$ cat src/hdl/aegt_pkg.sv
`timescale 1ns / 1ps
`default_nettype none

package aegt_pkg;

    localparam int SKIP_W = 17;
    localparam int MIN_W  = 8;
    localparam logic [MIN_W-1:0] MIN_BASE_RUN_RESET = 8'd16;

    typedef enum logic [1:0] {
        PH_LEAD = 2'd0,
        PH_BASE = 2'd1,
        PH_GAP  = 2'd2,
        PH_DONE = 2'd3
    } t_phase;

    typedef struct packed {
        logic is_gap;
        logic last_column;
    } t_in_item;

    typedef struct packed {
        logic [SKIP_W-1:0] skip_count;
        logic              all_trimmed;
        logic              too_long;
    } t_out_item;

endpackage

`default_nettype wire

$ cat src/hdl/alignment_end_gap_trimmer_core.sv
`timescale 1ns / 1ps
`default_nettype none
// alignment end-gap trimmer
// input channel: one template column per item (is_gap, last_column), valid/stall
// output channel: one result item (skip_count, all_trimmed, too_long) per alignment,
//   issued only for the column flagged last_column
// config: i_cfg_we / i_cfg_data write min_base_run (reset 16); write only while idle
// path: a last column passes the input register, then one pass of counter/compare logic
//   into the result register, which it enters once the result slot is free
// throughput: one column per cycle, sustained, while the receiver takes results;
//   the rate is set by the per-column state update in the scan unit
// reset: synchronous active-low; clears stream state and the valid bits of both
//   registers, restores min_base_run to 16; no clearing pass
// stall: a held result stalls the scan stage, and the input register then raises
//   o_in_stall; nothing is lost or repeated; feed columns reversed to trim the tail
module alignment_end_gap_trimmer_core
    import aegt_pkg::*;
#(
    parameter int MAX_COLUMNS = 65536
) (
    input  wire logic             i_clk,
    input  wire logic             i_rst_n,
    input  wire logic             i_in_valid,
    output logic                  o_in_stall,
    input  wire t_in_item         i_in_item,
    output logic                  o_out_valid,
    input  wire logic             i_out_stall,
    output t_out_item             o_out_item,
    input  wire logic             i_cfg_we,
    input  wire logic [MIN_W-1:0] i_cfg_data
);

    logic             r_in_valid;
    t_in_item         r_in_item;
    logic             r_out_valid;
    t_out_item        r_out_item;
    logic [MIN_W-1:0] r_min_base_run;

    logic      w_accept;
    logic      w_fire;
    t_out_item w_result;

    // scan stage moves when the result slot is free or being emptied
    assign w_fire     = r_in_valid && (!r_out_valid || !i_out_stall);
    assign o_in_stall = r_in_valid && !w_fire;
    assign w_accept   = i_in_valid && !o_in_stall;

    // stream state and per-column update
    aegt_scan #(
        .MAX_COLUMNS(MAX_COLUMNS)
    ) u_scan (
        .i_clk          (i_clk),
        .i_rst_n        (i_rst_n),
        .i_fire         (w_fire),
        .i_item         (r_in_item),
        .i_min_base_run (r_min_base_run),
        .o_result       (w_result)
    );

    // input register
    always_ff @(posedge i_clk) begin
        if (!i_rst_n) begin
            r_in_valid <= 1'b0;
        end else if (w_accept) begin
            r_in_valid <= 1'b1;
        end else if (w_fire) begin
            r_in_valid <= 1'b0;
        end
    end

    always_ff @(posedge i_clk) begin
        if (w_accept) begin
            r_in_item <= i_in_item;
        end
    end

    // result register, loaded only by a last column
    always_ff @(posedge i_clk) begin
        if (!i_rst_n) begin
            r_out_valid <= 1'b0;
        end else if (w_fire && r_in_item.last_column) begin
            r_out_valid <= 1'b1;
        end else if (!i_out_stall) begin
            r_out_valid <= 1'b0;
        end
    end

    always_ff @(posedge i_clk) begin
        if (w_fire && r_in_item.last_column) begin
            r_out_item <= w_result;
        end
    end

    // config register
    always_ff @(posedge i_clk) begin
        if (!i_rst_n) begin
            r_min_base_run <= MIN_BASE_RUN_RESET;
        end else if (i_cfg_we) begin
            r_min_base_run <= i_cfg_data;
        end
    end

    assign o_out_valid = r_out_valid;
    assign o_out_item  = r_out_item;

endmodule

`default_nettype wire

$ cat src/hdl/aegt_scan.sv
`timescale 1ns / 1ps
`default_nettype none

module aegt_scan
    import aegt_pkg::*;
#(
    parameter int MAX_COLUMNS = 65536
) (
    input  wire logic             i_clk,
    input  wire logic             i_rst_n,
    input  wire logic             i_fire,
    input  wire t_in_item         i_item,
    input  wire logic [MIN_W-1:0] i_min_base_run,
    output t_out_item             o_result
);

    localparam int CW = $clog2(MAX_COLUMNS + 1);
    localparam int LW = (CW > MIN_W) ? CW : MIN_W;
    localparam int XW = (CW > SKIP_W) ? CW : SKIP_W;
    localparam logic [CW-1:0] MAX_CNT = CW'(MAX_COLUMNS);

    logic [CW-1:0] r_column_count, n_column_count;
    logic [CW-1:0] r_run_start, n_run_start;
    logic [CW-1:0] r_base_len, n_base_len;
    logic [CW-1:0] r_gap_len, n_gap_len;
    t_phase        r_phase, n_phase;
    logic          r_overflow, n_overflow;

    logic          w_trim_now;
    logic          w_trim_next;
    logic [CW-1:0] w_skip;
    logic [XW-1:0] w_skip_x;

    // pair test on the state before this column
    assign w_trim_now = (LW'(r_base_len) < LW'(i_min_base_run)) || (r_base_len < r_gap_len);

    always_comb begin
        n_column_count = r_column_count;
        n_run_start    = r_run_start;
        n_base_len     = r_base_len;
        n_gap_len      = r_gap_len;
        n_phase        = r_phase;
        n_overflow     = r_overflow;
        if (r_column_count < MAX_CNT) begin
            n_column_count = r_column_count + 1'b1;
            unique case (r_phase)
                PH_LEAD: begin
                    if (!i_item.is_gap) begin
                        n_run_start = r_column_count;
                        n_base_len  = CW'(1);
                        n_gap_len   = '0;
                        n_phase     = PH_BASE;
                    end
                end
                PH_BASE: begin
                    if (i_item.is_gap) begin
                        n_gap_len = CW'(1);
                        n_phase   = PH_GAP;
                    end else begin
                        n_base_len = r_base_len + 1'b1;
                    end
                end
                PH_GAP: begin
                    if (i_item.is_gap) begin
                        n_gap_len = r_gap_len + 1'b1;
                    end else if (w_trim_now) begin
                        n_run_start = r_column_count;
                        n_base_len  = CW'(1);
                        n_gap_len   = '0;
                        n_phase     = PH_BASE;
                    end else begin
                        n_phase = PH_DONE;
                    end
                end
                default: begin
                end
            endcase
        end else begin
            n_overflow = 1'b1;
        end
    end

    assign w_trim_next = (LW'(n_base_len) < LW'(i_min_base_run)) || (n_base_len < n_gap_len);

    always_comb begin
        if (n_phase == PH_DONE) begin
            w_skip = n_run_start;
        end else if (n_phase == PH_LEAD || w_trim_next) begin
            w_skip = n_column_count;
        end else begin
            w_skip = n_run_start;
        end
    end

    assign w_skip_x             = XW'(w_skip);
    assign o_result.skip_count  = w_skip_x[SKIP_W-1:0];
    assign o_result.all_trimmed = (w_skip == n_column_count);
    assign o_result.too_long    = n_overflow;

    always_ff @(posedge i_clk) begin
        if (!i_rst_n) begin
            r_column_count <= '0;
            r_run_start    <= '0;
            r_base_len     <= '0;
            r_gap_len      <= '0;
            r_phase        <= PH_LEAD;
            r_overflow     <= 1'b0;
        end else if (i_fire) begin
            if (i_item.last_column) begin
                r_column_count <= '0;
                r_run_start    <= '0;
                r_base_len     <= '0;
                r_gap_len      <= '0;
                r_phase        <= PH_LEAD;
                r_overflow     <= 1'b0;
            end else begin
                r_column_count <= n_column_count;
                r_run_start    <= n_run_start;
                r_base_len     <= n_base_len;
                r_gap_len      <= n_gap_len;
                r_phase        <= n_phase;
                r_overflow     <= n_overflow;
            end
        end
    end

endmodule

`default_nettype wire
$ cat config.mk
export PLATFORM = sky130hd
export DESIGN_NAME = alignment_end_gap_trimmer_core
export DESIGN_NICKNAME = d
export VERILOG_FILES = /design/src/hdl/aegt_pkg.sv /design/src/hdl/alignment_end_gap_trimmer_core.sv /design/src/hdl/aegt_scan.sv
export SDC_FILE = /design/constraint.sdc
export NUM_CORES = 1
export LEC_CHECK = 0
export BUFFER_PORTS_ARGS = -buffer_cell sky130_fd_sc_hd__buf_2
export CORE_AREA = 10 10 141 143
export CTS_CLUSTER_SIZE = 20
export DETAILED_ROUTE_END_ITERATION = 10
export DIE_AREA = 0 0 151 153
export SKIP_CTS_REPAIR_TIMING = 1
export SYNTH_ARGS = -nofsm -noshare
export SYNTH_HDL_FRONTEND = slang
export SYNTH_SLANG_ARGS = --single-unit
$ cat constraint.sdc
create_clock -name i_clk -period 10.2 [get_ports i_clk]
set_input_delay 1.02 -clock i_clk [delete_from_list [all_inputs] [get_ports i_clk]]
set_output_delay 1.02 -clock i_clk [all_outputs]
set_load 0.01 [all_outputs]
==> impl_metrics.ini, run 1 <==
[placement]
dp_slack_ns = 4.23
placedCellCount = 1141
hpwl_mm = 16.4
routabilityCongestion = 0.977
dpl_cell_area_sq_um = 7820
io_buffers = 35

[global_routing]
antenna_found_initial = 0
grt_pass1_wl_mm = 36.7
grt_max_degree = 81
grt_pass1_vias = 6685
grtUsageTotal_pct = 19.6
grt_overflow = 0

[yosys]
ys_seq_area_share_pct = 29.8
ys.warnings.count = 0
yosys.area.top_type_share_pct = 21.4
synth_flop_cell = dfxtp_1
yosys-top-cells-count = dfxtp_1 (81), nor2b_1 (67), a21oi_1 (65), nand2_1 (65), nor2_1 (63)
ys_ff_latch = 102
synth_edf_count = 21
synth_area_sq_um = 7570
syn_avg_cell_area_sq_um = 8.10
syn_nets = 999
postSynthCellCount = 934
synthTopCellsByArea = dfxtp_1 (21%), edfxtp_1 (8.3%), ha_1 (8.3%)
synth.most_common_cell = dfxtp_1
synth_largest_area_cell = dfxtp_1
synthDistinctLibCells = 89
ys_async_sr_fraction_pct = 0

[setup_path]
critPathLaunchType = flip-flop
worstSetupPathType = flip-flop to flip-flop
required_ns = 10.32
crit_path_frequent_cell = a21oi_1
r2r_start = u_scan.r_base_len[10]
ff2ff_path_depth = 20
cp_slowest_cell = a21oi_1
slowest_delay_ns = 0.84
worst_setup_path_end_kind = flip-flop
worstPathArrival_ns = 6.18
path_cells = ha_1, a21oi_1, o21ai_0, a211oi_1, nand3_1, a21oi_1, nor2b_1, a21bo_2, ha_1, nand4_1, nor2_1, nand3_1, or3_1, a21oi_1, a211o_1, o32ai_1, a31oi_4, buf_4, mux2_1, o221a_1
crit_fanout = 43
critPathLaunch = u_scan.r_base_len[10]

[power_and_ir_drop]
p_int_w = 0.000664
comb_power_share_pct = 9.9
p_sw_w = 0.000234
pwr-share-seq_pct = 46.7
p_leak_nw = 3.06
switching_share_pct = 26.1
ir_drop_v = 0.0000765
power.density_nw_per_um2 = 110
pwr-share-clk_pct = 43.3

[worst_hold_path]
hold_depth = 2
hp-start = u_scan.r_overflow
hold_class = flip-flop to flip-flop

[timing]
holdWs_ns = 0.466
period_minus_slack_ns = 6.06
hold_violations = 0
min_period_over_period_pct = 59.4
fmax_ghz = 0.165
fin_ws_ns = 4.14
setup_viol = 0
finalClockSkew_ns = 0.00638
setup_tns_ns = 0
drv_slew = 0
slew_headroom_pct = 31.3
worstMarginPinSlew_ns = 1.03
rsz0062_at_grt = no

[job]
maxCapViolCount = 0

[cells_and_area]
num-fill-cells = 1742
multiInputGateArea_sq_um = 4860
final_nets = 992
instances_no_fill = 1157
antenna_cells = 0
drive_gt1_share_pct = 10.7
post-route-cell-area_sq_um = 8150
synthToLayoutAreaGrowth_pct = 7.67
ff_latch_area_sq_um = 2250

[cts]
insertion_delay_ns = 0.36
numCtsBuffers = 9
cts_tree = done
htree_levels = 3
clk_pin_slew_ns = 0.08
cts.sinks = 102
root_buffer = clkbuf_16
clk_path_buf_depth = 2

[detailed_routing]
wl_per_cell_microns = 19.6
drt_first_iter_violations = 540
routed-via-count = 6946
wl_mm = 22.7
drtAntennaViolNets = 0
via_per_inst = 6.00
drcViolationCount = 0
drt_pass1_iterations = 6

[die]
io_pins = 36
num_rows = 48
die_w_microns = 151
core_area_sq_um = 17100
die_area_sq_um = 23100
start_util_pct = 44.4
die_h_microns = 153

[outcome]
status = finished, final reports clean
## state kept, by name (all words and copies together) (netlist names)
name and flops:
o_out_item 19, o_out_valid 1, r_in_item 2, r_in_valid 1, r_min_base_run 8, u_scan.r_base_len 17
u_scan.r_column_count 17, u_scan.r_gap_len 17, u_scan.r_overflow 1, u_scan.r_phase 2, u_scan.r_run_start 17
## cell usage in the layout, fill, tap and decap left out, drive strengths merged, types with 9 or more instances in the layout
cell	Yosys	layout
a21oi	66	66
inv	41	44
buf	24	47
o21ai	58	58
nand2b	9	9
and3	15	15
clkbuf	41	9
dfxtp	81	81
o22ai	13	13
nand3	33	33
nor3	30	30
nand2	66	66
and2	24	24
mux2i	19	19
a22oi	42	42
nor2	65	65
ha	50	50
edfxtp	21	21
nor2b	67	67
nand4	13	13
xnor2	11	11
## critical path, delay by kind of cell (launching register included)
| kind | cells | cell delay (ns) |
|---|---|---|
| flip-flops | 1 | 0.50 |
| buffers and inverters | 1 | 0.44 |
| AO/OA/AOI/OAI | 10 | 2.58 |
| multiplexers | 1 | 0.37 |
| AND/OR/NAND/NOR | 6 | 1.32 |
| adder cells (fa/ha/maj) | 2 | 0.61 |
## worst paths after layout
check / to / slack [ns]
max: o_out_item[14] / 4.14
min: u_scan.r_overflow / 0.47
max reg2reg: o_out_item[14] / 4.14
min reg2reg: u_scan.r_overflow / 0.47
## power by group through the flow
stage / Combinational (W) / Clock, W / Sequential [W]
floorplan: 0.0000612 / 0 / 0.000428
global placement: 0.0000889 / 0 / 0.000429
detailed placement: 0.0000894 / 0 / 0.000429
CTS: 0.0000895 / 0.000398 / 0.000420
global route: 0.0000974 / 0.000410 / 0.000421
finish: 0.0000894 / 0.000390 / 0.000420
## per-stage QoR
| step | total power (W) | utilization [%] |
|---|---|---|
| global route | 0.000928 | 47.8 |
| detailed placement | 0.000519 | 45.8 |
| global placement | 0.000518 | 45.8 |
| CTS | 0.000907 | 47.8 |
| finish | 0.000899 | 47.8 |
| floorplan | 0.000489 | - |
## final cells by class
cell class	instances	area share, %
clock inverter	7	1.27
sequential	102	27.6
clock buffer	9	2.76
tap	225	3.46
timing repair buffer	47	3.26
inverter	42	1.94
multi-input combinational	725	59.7
## routing by layer
metal | up-vias | track usage [%] | routed length (microns)
met5 | - | 0 | 0
met4 | 0 | 6.88 | 590
met3 | 44 | 2.80 | 1060
met2 | 202 | 33.3 | 11200
met1 | 3300 | 24.6 | 9870
li1 | 3400 | - | -
## logic make-up (layout without fill, tap and decap cells)
kind of cell,Yosys count,count (layout),synth area share [%]
fa+ha+maj,50,50,8.27
flops,102,102,29.8
xor+xnor,18,18,2.08
simple gates,361,361,26.2
mux,25,25,3.41
buf+inv,107,105,5.99
compound gates,271,271,24.3
Power figures use the tool's default switching activity.
==> run 2: changes to the inputs <==
Clock period 10.2 ns to 5.3 ns, I/O delays scaled along.
==> run 2 against run 1 <==
Clock skew grew 0.0016 ns; clock power grew 90%; cell count grew 3.4%; wire length grew 2.4%; utilization grew 2.2 points; sequential share of layout area shrank 1.1 points; combinational power grew 110%; design area grew 4.7%; fmax grew 22%; critical path type unchanged; highest routed layer unchanged.
==> impl_metrics.ini, run 2 (synthesis results as in run 1) <==
[timing]
fin_ws_ns = 0.322
slew_headroom_pct = 45.3
hold_violations = 0
drv_slew = 0
worstMarginPinSlew_ns = 0.821
fmax_ghz = 0.201
finalClockSkew_ns = 0.00798
period_minus_slack_ns = 4.98
min_period_over_period_pct = 93.9
setup_tns_ns = 0
setup_viol = 0

[power_and_ir_drop]
p_leak_nw = 3.28
power_w = 0.00174
power.density_nw_per_um2 = 204
ir_drop_v = 0.000154

[die]
die_h_microns = 153
die_area_sq_um = 23100
die_w_microns = 151
start_util_pct = 44.4
num_rows = 48
io_pins = 36
core_area_sq_um = 17100

[cts]
insertion_delay_ns = 0.36
clk_path_buf_depth = 2
cts.sinks = 102
htree_levels = 3
root_buffer = clkbuf_16
numCtsBuffers = 9
clk_pin_slew_ns = 0.07
cts_tree = done

[global_routing]
antenna_found_initial = 0
grt_overflow = 0
grt_pass1_vias = 6717
grt_max_degree = 81
grt_pass1_wl_mm = 37.0
grtUsageTotal_pct = 20.0

[cells_and_area]
layout_commonest_cell = dfxtp_1
largest_register_ffs = 19
layout_common_cells = dfxtp_1 (75), nor2b_1 (66), nand2_1 (65)
final_core_util_pct = 50.0
instances_no_fill = 1196
final_nets = 1031
drive_gt1_share_pct = 16.0
antenna_cells = 0
synthToLayoutAreaGrowth_pct = 12.7

[setup_path]
reg2reg_setup_slack_ns = 0.32
worstPathArrival_ns = 5.09
worstSetupPathType = flip-flop to flip-flop
ff2ff_path_depth = 23
worst_setup_path_end_kind = flip-flop
r2r_start = u_scan.r_gap_len[7]
r2r-end = o_out_item[16]
required_ns = 5.41
critPathLaunchType = flip-flop
crit_fanout = 11

[placement]
placedCellCount = 1176
dp_slack_ns = 0.0113
routabilityCongestion = 0.991
io_buffers = 35
hpwl_mm = 16.8

[detailed_routing]
drtAntennaViolNets = 0
wl_mm = 23.2
drt_first_iter_violations = 632
wl_per_cell_microns = 19.4
drcViolationCount = 0
routed-via-count = 7074
drt_pass1_iterations = 6
via_per_inst = 5.91

[job]
maxCapViolCount = 0

[worst_hold_path]
hold_class = input port to flip-flop
holdPathEnd = r_in_item[0]
hold_depth = 1
hp-start = i_in_item[0]

[outcome]
status = finished, final reports clean
-- run 2: cell types whose count changed in the layout (fill, tap and decap cells not counted), sizes merged --
cell	change
inv	-2
clkbuf	+3
clkinvlp	-1
buf	+39
-- run 2: critical path, cell delays in order, from the launching register on --
cell and delay, ns:
dfxtp_1 0.37, inv_1 0.09, ha_1 0.30, nand4_1 0.20, nor2_1 0.18, a21oi_2 0.06, buf_4 0.15, a21boi_2 0.14
o311ai_2 0.12, buf_4 0.19, buf_4 0.13, o31a_1 0.29, ha_1 0.31, nand4_1 0.09, nor2_1 0.20, nand3_1 0.16
or3_1 0.39, a21oi_1 0.15, a211o_1 0.16, o32ai_4 0.10, a31oi_4 0.35, buf_4 0.25, nand2_1 0.08, o221a_1 0.25
-- run 2: final cells by class --
class	instances	area, sq um
Clock buffer	12	246
Timing Repair Buffer	86	574
Sequential cell	102	2260
Clock inverter	4	80.1
Inverter	42	158
Fill cell	1698	8530
Multi-Input combinational cell	725	4930
Tap cell	225	282
-- run 2: worst max-delay path by stage --
| stage | start | depth (start not counted) | to |
|---|---|---|---|
| floorplan | u_scan.r_gap_len[9] | 21 | o_out_item[15] |
| global placement | u_scan.r_gap_len[2] | 25 | o_out_item[12] |
| detailed placement | u_scan.r_gap_len[2] | 25 | o_out_item[12] |
| CTS | u_scan.r_gap_len[2] | 25 | o_out_item[12] |
| global route | u_scan.r_gap_len[3] | 26 | o_out_item[12] |
| finish | u_scan.r_gap_len[7] | 23 | o_out_item[16] |
-- run 2: through the flow --
step,hold WS [ns],area [sq um]
floorplan,0.429,7570
global placement,0.442,8090
detailed placement,0.476,8090
CTS,0.336,8420
global route,0.330,8530
finish,0.343,8530
-- run 2: routing by layer --
layer | vias to the layer above | share of wire, % | global-route usage, %
li1 | 3473 | - | -
met1 | 3287 | 43 | 25.1
met2 | 254 | 48 | 32.5
met3 | 60 | 5.6 | 4.07
met4 | 0 | 3.4 | 8.48
met5 | - | 0 | 0
-- run 2: power breakdown --
part / internal, W / leakage (nW) / total [W] / switching (W)
clock network: 0.000432 / 0.159 / 0.000741 / 0.000309
registers: 0.000800 / 0.860 / 0.000810 / 0.00000935
logic: 0.0000668 / 2.26 / 0.000188 / 0.000121
